`src/rtl/core/incremental_pi_motor_speed_defines.svh`:
```
// ----------------------------------------------------------------------------
// Assertion macros for the PI motor speed block
// Shared property forms; each use names its own clock, reset and signals.
// ----------------------------------------------------------------------------
`ifndef INCREMENTAL_PI_MOTOR_SPEED_DEFINES_SVH
`define INCREMENTAL_PI_MOTOR_SPEED_DEFINES_SVH

// Same-cycle implication, disabled while in reset
`define IPMS_ASSERT_SAME(label, clk, rst_n, ante, cons) \
	label: assert property (@(posedge clk) disable iff (!rst_n) (ante) |-> (cons)) \
		else $error("%m: same-cycle check failed");

// Next-cycle implication, disabled while in reset
`define IPMS_ASSERT_NEXT(label, clk, rst_n, ante, cons) \
	label: assert property (@(posedge clk) disable iff (!rst_n) (ante) |=> (cons)) \
		else $error("%m: next-cycle check failed");

`endif

```
`src/rtl/core/ipms_pkg.sv`:
```
`timescale 1ns / 1ps
// ----------------------------------------------------------------------------
// ipms_pkg
// Types, register codes and reset values for the PI motor speed block.
// ----------------------------------------------------------------------------
package ipms_pkg;

	localparam int GAIN_FRAC_BITS_DEF = 8;

	localparam int TARGET_W = 16;
	localparam int GAIN_W   = 16;
	localparam int LIMIT_W  = 12;
	localparam int DELTA_W  = 16;
	localparam int ERR_W    = 17;
	localparam int DIFF_W   = 18;
	localparam int PROD_W   = 35;
	localparam int SUM_W    = 36;
	localparam int DRIVE_W  = 13;
	localparam int DUTY_W   = 12;
	localparam int CFG_IDX_W  = 2;
	localparam int CFG_DATA_W = 16;

	localparam logic [CFG_IDX_W-1:0] REG_TARGET      = 2'd0;
	localparam logic [CFG_IDX_W-1:0] REG_PROP_GAIN   = 2'd1;
	localparam logic [CFG_IDX_W-1:0] REG_INTEG_GAIN  = 2'd2;
	localparam logic [CFG_IDX_W-1:0] REG_DRIVE_LIMIT = 2'd3;

	localparam logic [TARGET_W-1:0] TARGET_RST      = 16'd0;
	localparam logic [GAIN_W-1:0]   PROP_GAIN_RST   = 16'd11520;
	localparam logic [GAIN_W-1:0]   INTEG_GAIN_RST  = 16'd768;
	localparam logic [LIMIT_W-1:0]  DRIVE_LIMIT_RST = 12'd999;

	typedef struct packed {
		logic [TARGET_W-1:0] target_pulses;
		logic [GAIN_W-1:0]   prop_gain;
		logic [GAIN_W-1:0]   integ_gain;
		logic [LIMIT_W-1:0]  drive_limit;
	} cfg_t;

	typedef struct packed {
		logic load_s1;
		logic load_s2;
		logic load_out;
	} ctl_t;

	typedef struct packed {
		logic              run;
		logic [PROD_W-1:0] p_term;
		logic [PROD_W-1:0] i_term;
	} prod_t;

endpackage

```
`src/rtl/core/ipms_cfg_regs.sv`:
```
`timescale 1ns / 1ps
// ----------------------------------------------------------------------------
// ipms_cfg_regs
// Configuration register file: target, gains and drive limit.
// ----------------------------------------------------------------------------
module ipms_cfg_regs (
	input  logic                                clk,
	input  logic                                arst_n,
	input  logic                                cfg_we,
	input  logic [ipms_pkg::CFG_IDX_W-1:0]      cfg_index,
	input  logic [ipms_pkg::CFG_DATA_W-1:0]     cfg_data,
	output ipms_pkg::cfg_t                      cfg
);
	import ipms_pkg::*;

	cfg_t cfg_q;

	always_ff @(posedge clk or negedge arst_n) begin
		if (!arst_n) begin
			cfg_q.target_pulses <= TARGET_RST;
			cfg_q.prop_gain     <= PROP_GAIN_RST;
			cfg_q.integ_gain    <= INTEG_GAIN_RST;
			cfg_q.drive_limit   <= DRIVE_LIMIT_RST;
		end else if (cfg_we) begin
			case (cfg_index)
				REG_TARGET:      cfg_q.target_pulses <= cfg_data[TARGET_W-1:0];
				REG_PROP_GAIN:   cfg_q.prop_gain     <= cfg_data[GAIN_W-1:0];
				REG_INTEG_GAIN:  cfg_q.integ_gain    <= cfg_data[GAIN_W-1:0];
				REG_DRIVE_LIMIT: cfg_q.drive_limit   <= cfg_data[LIMIT_W-1:0];
				default: ;
			endcase
		end
	end

	assign cfg = cfg_q;

endmodule

```
`src/rtl/core/ipms_front.sv`:
```
`timescale 1ns / 1ps
// ----------------------------------------------------------------------------
// ipms_front
// Error, error change and gain products; holds the previous error.
// ----------------------------------------------------------------------------
module ipms_front (
	input  logic                                clk,
	input  logic                                arst_n,
	input  ipms_pkg::ctl_t                      ctl,
	input  ipms_pkg::cfg_t                      cfg,
	input  logic signed [ipms_pkg::DELTA_W-1:0] encoder_delta,
	output ipms_pkg::prod_t                     prod_s2
);
	import ipms_pkg::*;

	logic signed [DELTA_W-1:0] delta_s1;
	logic                      run_s1;
	logic signed [ERR_W-1:0]   last_error_q;
	logic signed [ERR_W-1:0]   err;
	logic signed [DIFF_W-1:0]  diff;
	logic signed [PROD_W-1:0]  p_mul;
	logic signed [PROD_W-1:0]  i_mul;
	prod_t                     prod_q;

	always_ff @(posedge clk) begin
		if (ctl.load_s1) begin
			delta_s1 <= encoder_delta;
			run_s1   <= (cfg.target_pulses != '0);
		end
	end

	assign err  = ERR_W'($signed(cfg.target_pulses)) - ERR_W'(delta_s1);
	assign diff = DIFF_W'(err) - DIFF_W'(last_error_q);

	assign p_mul = PROD_W'($signed({1'b0, cfg.prop_gain})) * PROD_W'(diff);
	assign i_mul = PROD_W'($signed({1'b0, cfg.integ_gain})) * PROD_W'(err);

	always_ff @(posedge clk or negedge arst_n) begin
		if (!arst_n) begin
			last_error_q <= '0;
		end else if (ctl.load_s2 && run_s1) begin
			last_error_q <= err;
		end
	end

	always_ff @(posedge clk) begin
		if (ctl.load_s2) begin
			prod_q.run    <= run_s1;
			prod_q.p_term <= p_mul;
			prod_q.i_term <= i_mul;
		end
	end

	assign prod_s2 = prod_q;

endmodule

```
`src/rtl/core/ipms_drive.sv`:
```
`timescale 1ns / 1ps
// ----------------------------------------------------------------------------
// ipms_drive
// Truncate the increment, accumulate and saturate the drive, set the bridge.
// ----------------------------------------------------------------------------
module ipms_drive #(
	parameter int GAIN_FRAC_BITS = ipms_pkg::GAIN_FRAC_BITS_DEF
) (
	input  logic                                 clk,
	input  logic                                 arst_n,
	input  ipms_pkg::ctl_t                       ctl,
	input  ipms_pkg::cfg_t                       cfg,
	input  ipms_pkg::prod_t                      prod_s2,
	output logic [ipms_pkg::DUTY_W-1:0]          duty,
	output logic                                 bridge_in1,
	output logic                                 bridge_in2,
	output logic signed [ipms_pkg::DRIVE_W-1:0]  signed_drive
);
	import ipms_pkg::*;

	localparam int ACC_W = SUM_W + 1;
	localparam logic [SUM_W-1:0] ROUND_BIAS = (SUM_W'(1) << GAIN_FRAC_BITS) - SUM_W'(1);

	logic signed [SUM_W-1:0]   sum;
	logic signed [SUM_W-1:0]   sum_adj;
	logic signed [SUM_W-1:0]   incr;
	logic signed [ACC_W-1:0]   acc;
	logic signed [ACC_W-1:0]   lim_pos;
	logic signed [ACC_W-1:0]   lim_neg;
	logic signed [DRIVE_W-1:0] acc_sat;
	logic signed [DRIVE_W-1:0] acc_abs;
	logic signed [DRIVE_W-1:0] drive_accum_q;

	assign sum     = SUM_W'($signed(prod_s2.p_term)) + SUM_W'($signed(prod_s2.i_term));
	assign sum_adj = sum + (sum[SUM_W-1] ? $signed(ROUND_BIAS) : $signed(SUM_W'(0)));
	assign incr    = sum_adj >>> GAIN_FRAC_BITS;
	assign acc     = ACC_W'(incr) + ACC_W'(drive_accum_q);
	assign lim_pos = $signed({{(ACC_W-LIMIT_W){1'b0}}, cfg.drive_limit});
	assign lim_neg = -lim_pos;

	always_comb begin
		if (acc > lim_pos) begin
			acc_sat = DRIVE_W'(lim_pos);
		end else if (acc < lim_neg) begin
			acc_sat = DRIVE_W'(lim_neg);
		end else begin
			acc_sat = DRIVE_W'(acc);
		end
	end

	assign acc_abs = acc_sat[DRIVE_W-1] ? -acc_sat : acc_sat;

	always_ff @(posedge clk or negedge arst_n) begin
		if (!arst_n) begin
			drive_accum_q <= '0;
		end else if (ctl.load_out) begin
			drive_accum_q <= prod_s2.run ? acc_sat : '0;
		end
	end

	always_ff @(posedge clk) begin
		if (ctl.load_out) begin
			if (prod_s2.run) begin
				duty         <= acc_abs[DUTY_W-1:0];
				bridge_in1   <= ~acc_sat[DRIVE_W-1];
				bridge_in2   <= acc_sat[DRIVE_W-1];
				signed_drive <= acc_sat;
			end else begin
				duty         <= '0;
				bridge_in1   <= 1'b0;
				bridge_in2   <= 1'b0;
				signed_drive <= '0;
			end
		end
	end

endmodule

```
`src/rtl/core/incremental_pi_motor_speed.sv`:
```
`timescale 1ns / 1ps
// ----------------------------------------------------------------------------
// incremental_pi_motor_speed
// Velocity-form PI speed loop: encoder pulse count in, H-bridge pins and duty out.
// ----------------------------------------------------------------------------
// Takes one encoder pulse count per transaction and returns one result per
// transaction. A new transaction is accepted every cycle while in_stall is
// low: the first stage forms the error and its change, the
// second holds the two gain products, and the third closes the drive
// accumulator loop and saturates it. While target_pulses is zero each result
// reports a stopped motor and clears the accumulator; the previous error is kept.
module incremental_pi_motor_speed #(
	parameter int GAIN_FRAC_BITS = ipms_pkg::GAIN_FRAC_BITS_DEF
) (
	input  logic                                 clk,
	input  logic                                 arst_n,
	input  logic                                 cfg_we,
	input  logic [ipms_pkg::CFG_IDX_W-1:0]       cfg_index,
	input  logic [ipms_pkg::CFG_DATA_W-1:0]      cfg_data,
	input  logic                                 in_valid,
	output logic                                 in_stall,
	input  logic signed [ipms_pkg::DELTA_W-1:0]  encoder_delta,
	output logic                                 out_valid,
	input  logic                                 out_stall,
	output logic [ipms_pkg::DUTY_W-1:0]          duty,
	output logic                                 bridge_in1,
	output logic                                 bridge_in2,
	output logic signed [ipms_pkg::DRIVE_W-1:0]  signed_drive
);
	import ipms_pkg::*;

`include "incremental_pi_motor_speed_defines.svh"

	cfg_t  cfg;
	ctl_t  ctl;
	prod_t prod_s2;
	logic  valid_s1;
	logic  valid_s2;
	logic  out_valid_q;
	logic  free_s1;
	logic  free_s2;

	assign ctl.load_out = valid_s2 && (!out_valid_q || !out_stall);
	assign free_s2      = !valid_s2 || ctl.load_out;
	assign ctl.load_s2  = valid_s1 && free_s2;
	assign free_s1      = !valid_s1 || ctl.load_s2;
	assign ctl.load_s1  = in_valid && free_s1;
	assign in_stall     = !free_s1;
	assign out_valid    = out_valid_q;

	always_ff @(posedge clk or negedge arst_n) begin
		if (!arst_n) begin
			valid_s1    <= 1'b0;
			valid_s2    <= 1'b0;
			out_valid_q <= 1'b0;
		end else begin
			if (ctl.load_s1) begin
				valid_s1 <= 1'b1;
			end else if (ctl.load_s2) begin
				valid_s1 <= 1'b0;
			end
			if (ctl.load_s2) begin
				valid_s2 <= 1'b1;
			end else if (ctl.load_out) begin
				valid_s2 <= 1'b0;
			end
			if (!out_valid_q || !out_stall) begin
				out_valid_q <= ctl.load_out;
			end
		end
	end

	ipms_cfg_regs u_cfg (
		.clk       (clk),
		.arst_n    (arst_n),
		.cfg_we    (cfg_we),
		.cfg_index (cfg_index),
		.cfg_data  (cfg_data),
		.cfg       (cfg)
	);

	ipms_front u_front (
		.clk           (clk),
		.arst_n        (arst_n),
		.ctl           (ctl),
		.cfg           (cfg),
		.encoder_delta (encoder_delta),
		.prod_s2       (prod_s2)
	);

	ipms_drive #(
		.GAIN_FRAC_BITS (GAIN_FRAC_BITS)
	) u_drive (
		.clk          (clk),
		.arst_n       (arst_n),
		.ctl          (ctl),
		.cfg          (cfg),
		.prod_s2      (prod_s2),
		.duty         (duty),
		.bridge_in1   (bridge_in1),
		.bridge_in2   (bridge_in2),
		.signed_drive (signed_drive)
	);

	`IPMS_ASSERT_SAME(a_pins_exclusive, clk, arst_n, out_valid_q, !(bridge_in1 && bridge_in2))
	`IPMS_ASSERT_SAME(a_stop_is_zero, clk, arst_n, out_valid_q && !bridge_in1 && !bridge_in2,
		duty == '0 && signed_drive == '0)
	`IPMS_ASSERT_SAME(a_reverse_sign, clk, arst_n, out_valid_q && bridge_in2,
		signed_drive[DRIVE_W-1] && duty != '0)
	`IPMS_ASSERT_SAME(a_stall_only_full, clk, arst_n, in_stall, valid_s1 && valid_s2 && out_valid_q)
	`IPMS_ASSERT_NEXT(a_result_follows, clk, arst_n, ctl.load_out, out_valid_q)

endmodule
```
`config.mk`:
```
export PLATFORM = sky130hd
export DESIGN_NAME = incremental_pi_motor_speed
export DESIGN_NICKNAME = d
export VERILOG_FILES = /design/src/rtl/core/ipms_pkg.sv /design/src/rtl/core/ipms_cfg_regs.sv /design/src/rtl/core/ipms_front.sv /design/src/rtl/core/ipms_drive.sv /design/src/rtl/core/incremental_pi_motor_speed.sv
export VERILOG_INCLUDE_DIRS = /design/src /design/src/rtl/core
export SDC_FILE = /design/constraint.sdc
export NUM_CORES = 2
export LEC_CHECK = 0
export CAP_MARGIN = 0
export CORE_MARGIN = 2
export CORE_UTILIZATION = 55
export DETAILED_ROUTE_END_ITERATION = 8
export DONT_BUFFER_PORTS = 1
export GPL_TIMING_DRIVEN = 0
export PLACE_DENSITY = 0.71
export SYNTH_ARGS = -nofsm -noshare
export SYNTH_HDL_FRONTEND = slang
export SYNTH_HIERARCHICAL = 1
export SYNTH_SLANG_ARGS = --single-unit
```
`constraint.sdc`:
```
create_clock -name clk -period 9.7 [get_ports clk]
set_input_delay 0.485 -clock clk [delete_from_list [all_inputs] [get_ports clk]]
set_output_delay 0.485 -clock clk [all_outputs]
set_load 0.01 [all_outputs]
```
==> out/results.ini <==
[run]
drv_cap = 0

[drt]
dr_wl_met3_mm = 7.52
drt-initial-drc-count = 2424
via_count = 28521
ant_nets = 0
first_pass_iters = 6
drt_wl_total_mm = 101
wl_met2_mm = 46.8
vias_per_cell = 5.81
drc = 0
top_layer = met5
wl_met1_mm = 41.8
wl_per_cell_um = 20.5

[synthesis]
synth_top_area_share_pct = 27.9
synthTopCellsByCount = inv_1, fa_1, nand2_1
synth_cells = 3854
synth_most_common_cell = inv_1
netlist_area_sq_um = 35900
synth_ff_type = edfxtp_1
synth_nets = 4763
ys_ff_latch = 207
yosysUniqueCellTypes = 122
ys_async_sr_fraction_pct = 44.9
synth_area_per_cell_sq_um = 9.31
synth_edf_count = 114
synth_area_leaders = fa_1, ha_1, edfxtp_1
synth_top_cell_by_area = fa_1
yosysSeqAreaShare_pct = 16.1
yosysWarnings = 6

[worst_setup_path]
r2r-end = u_drive/duty[6]$_SDFFCE_PN0P_
endpoint_kind = flip-flop
startpoint = u_front/prod_s2[36]$_DFFE_PP_
worst-endpoint-arrival_ns = 10.63
r2r_setup_slack_ns = -0.54
critical_path_class = flip-flop to flip-flop
cp_common_cell = ha_4
r2r_cells = 48
reg2reg_from = u_front/prod_s2[36]$_DFFE_PP_
cp_max_fo = 8
cp_slowest_cell = a2111oi_4
max_stage_delay_ns = 0.44
cp.required_ns = 10.09
cp-start-kind = flip-flop

[timing]
setup-tns-final_ns = -2.51
finalWorstSetupSlack_ns = -0.535
fmax_mhz = 97.7
period_share_pct = 106
hold_violations = 0
rsz0062_at_grt = true
finalClockSkew_ns = 0.0164
finalSetupViolations = 11
drv_slew = 0
slew_headroom_pct = 29.8
tightest_slew_ns = 1.04
min_period_ns = 10.24

[clock_network]
numCtsBuffers = 24
cts_tree = yes
cts.sink_count = 207
h-tree-depth = 1
cts_buffer_depth = 3
clock-root-buffer = clkbuf_16
clkLatencyLatePin_ns = 0.56
clk_pin_slew_ns = 0.07

[place]
dpl.hpwl_mm = 75.8
port_buffers = 0
dpl_worst_slack_ns = -2.38
place.gp.congestion = 0.929
place_area_sq_um = 37000

[hold_path]
hp-class = primary input to flip-flop
hp-start = encoder_delta[14]
min_to = u_front/delta_s1[14]$_DFFE_PP_
holdPathStages = 0

[finish]
fillers = 5221
drive_gt1_share_pct = 17.0
area_growth_pct = 15.3
finish.instance_area_sq_um = 41400
final_nets = 4939
final-seq-area_sq_um = 5770
multi_input_area_sq_um = 28900

[floorplan]
die_w_um = 259
core_area_sq_um = 64500
num_io_pins = 68
rows = 93
die_h_um = 259
die-area_sq_um = 67300
start_util_pct = 55.7

[outcome]
status = complete, but fails checks
violations = setup timing

[global_route]
grt_max_degree = 94
grt_pass1_wl_mm = 153
grt_pass1_vias = 27775
grt_usage_pct = 29.1
overflow = 0
antenna_found_initial = 7

-- final cells by class --
class                   count  share of cell area (%)
multi-input cells        2817                    69.9
flip-flops and latches    207                    13.9
inverters                 707                    6.44
repair buffers            171                    3.60
well taps                 855                    2.59
clock buffers              29                    1.55
plain buffers             102                    1.53
clock inverters            15                   0.441
diodes                      6                  0.0363
-- worst max path at each step --
| stage | slack [ns] | endpoint |
|---|---|---|
| floorplan | 0.05 | u_drive/duty[6]$_SDFFCE_PN0P_ |
| global placement | -2.28 | u_front/prod_s2[69]$_DFFE_PP_ |
| detailed placement | -2.38 | u_front/prod_s2[69]$_DFFE_PP_ |
| CTS | 0.007 | u_drive/duty[6]$_SDFFCE_PN0P_ |
| global route | -0.90 | u_drive/duty[6]$_SDFFCE_PN0P_ |
| finish | -0.54 | u_drive/duty[6]$_SDFFCE_PN0P_ |
-- layout by cell type, fill, tap and decap left out, types with 13 or more instances in the layout --
master     netlist  layout
xnor2_1        119      99
buf_4            5     154
nor2b_1         84      82
clkbuf_1        87      59
dfstp_2         14      14
nand3_1         50      45
nand2_1        397     387
a211oi_1        22      16
or3_1           31      27
nand2b_1        28      24
fa_1           500     492
a21oi_1        155     129
ha_4             0      35
o21bai_1        13      13
a31oi_1         24      13
and3_1          29      27
dfrtp_1         79      79
buf_6            9      27
inv_2            0      15
a21o_1          57      55
and2_1         196     187
edfxtp_1       114     114
nor3_1          45      40
o21ai_0         86      74
mux2_2          87      84
a21oi_2          4      23
nor2_1         127     113
inv_1          707     690
o21a_1          35      34
ha_2             0      15
clkbuf_16        0      25
xor2_1          48      43
nand3b_1        18      18
nand4_1         24      24
ha_1           370     320
o211ai_1        14      14
nand2_2         10      18
-- layer usage --
metal / global-route usage, % / up-vias
met5: 0 / -
met4: 10.9 / 4
met3: 5.78 / 260
met2: 46.4 / 1131
met1: 39.5 / 14218
li1: - / 12908
-- timing repair --
item | in CTS | in global routing
buffers inserted | 81 | 88
endpoints found under the setup margin | 63 | 52
gates resized for setup | 203 | 233
cloned | 1 | 1
hold endpoints to repair | 93 | 0
hold buffers | 2 | 0
pin swaps | 89 | 127
-- flip-flops by register name (all words and copies together) (netlist names), 12 cells and up --
name                   cells
u_cfg/cfg                 60
u_drive/drive_accum_q     13
u_drive/duty              12
u_drive/signed_drive      13
u_front/delta_s1          16
u_front/last_error_q      17
u_front/prod_s2           70
-- cell families (layout without fill, tap and decap cells) --
family | after synthesis | after routing | share of synthesized area, %
AND/OR/NAND/NOR | 1121 | 1121 | 16.3
adder cells (fa/ha/maj) | 876 | 876 | 41.0
buffers and inverters | 831 | 1024 | 9.05
AO/OA/AOI/OAI | 551 | 551 | 10.4
flip-flops | 207 | 207 | 16.1
XOR/XNOR | 169 | 170 | 4.17
multiplexers | 99 | 99 | 3.08
other | 0 | 6 | 0
-- critical path: cells and delay by family, from the launching register on --
family          cells  cell delay [ns]
compound gates     20             4.10
simple gates       15             2.99
buf+inv             8             1.27
fa+ha+maj           5             1.24
flops               1             0.41
-- stage by stage --
stage | utilization, % | std cells | hold WS [ns]
after global routing | 64.2 | 4903 | 0.0107
after CTS | 61.4 | 4821 | 0.00162
after detailed placement | 57.4 | 4710 | 0.193
final | 64.2 | 4909 | 0.0224
after floorplan | - | 3854 | 0.189
after global placement | 57.4 | 4709 | 0.192
Power is not shown: default switching activity piles up to over one toggle a cycle in this logic, so the estimate is an artifact.
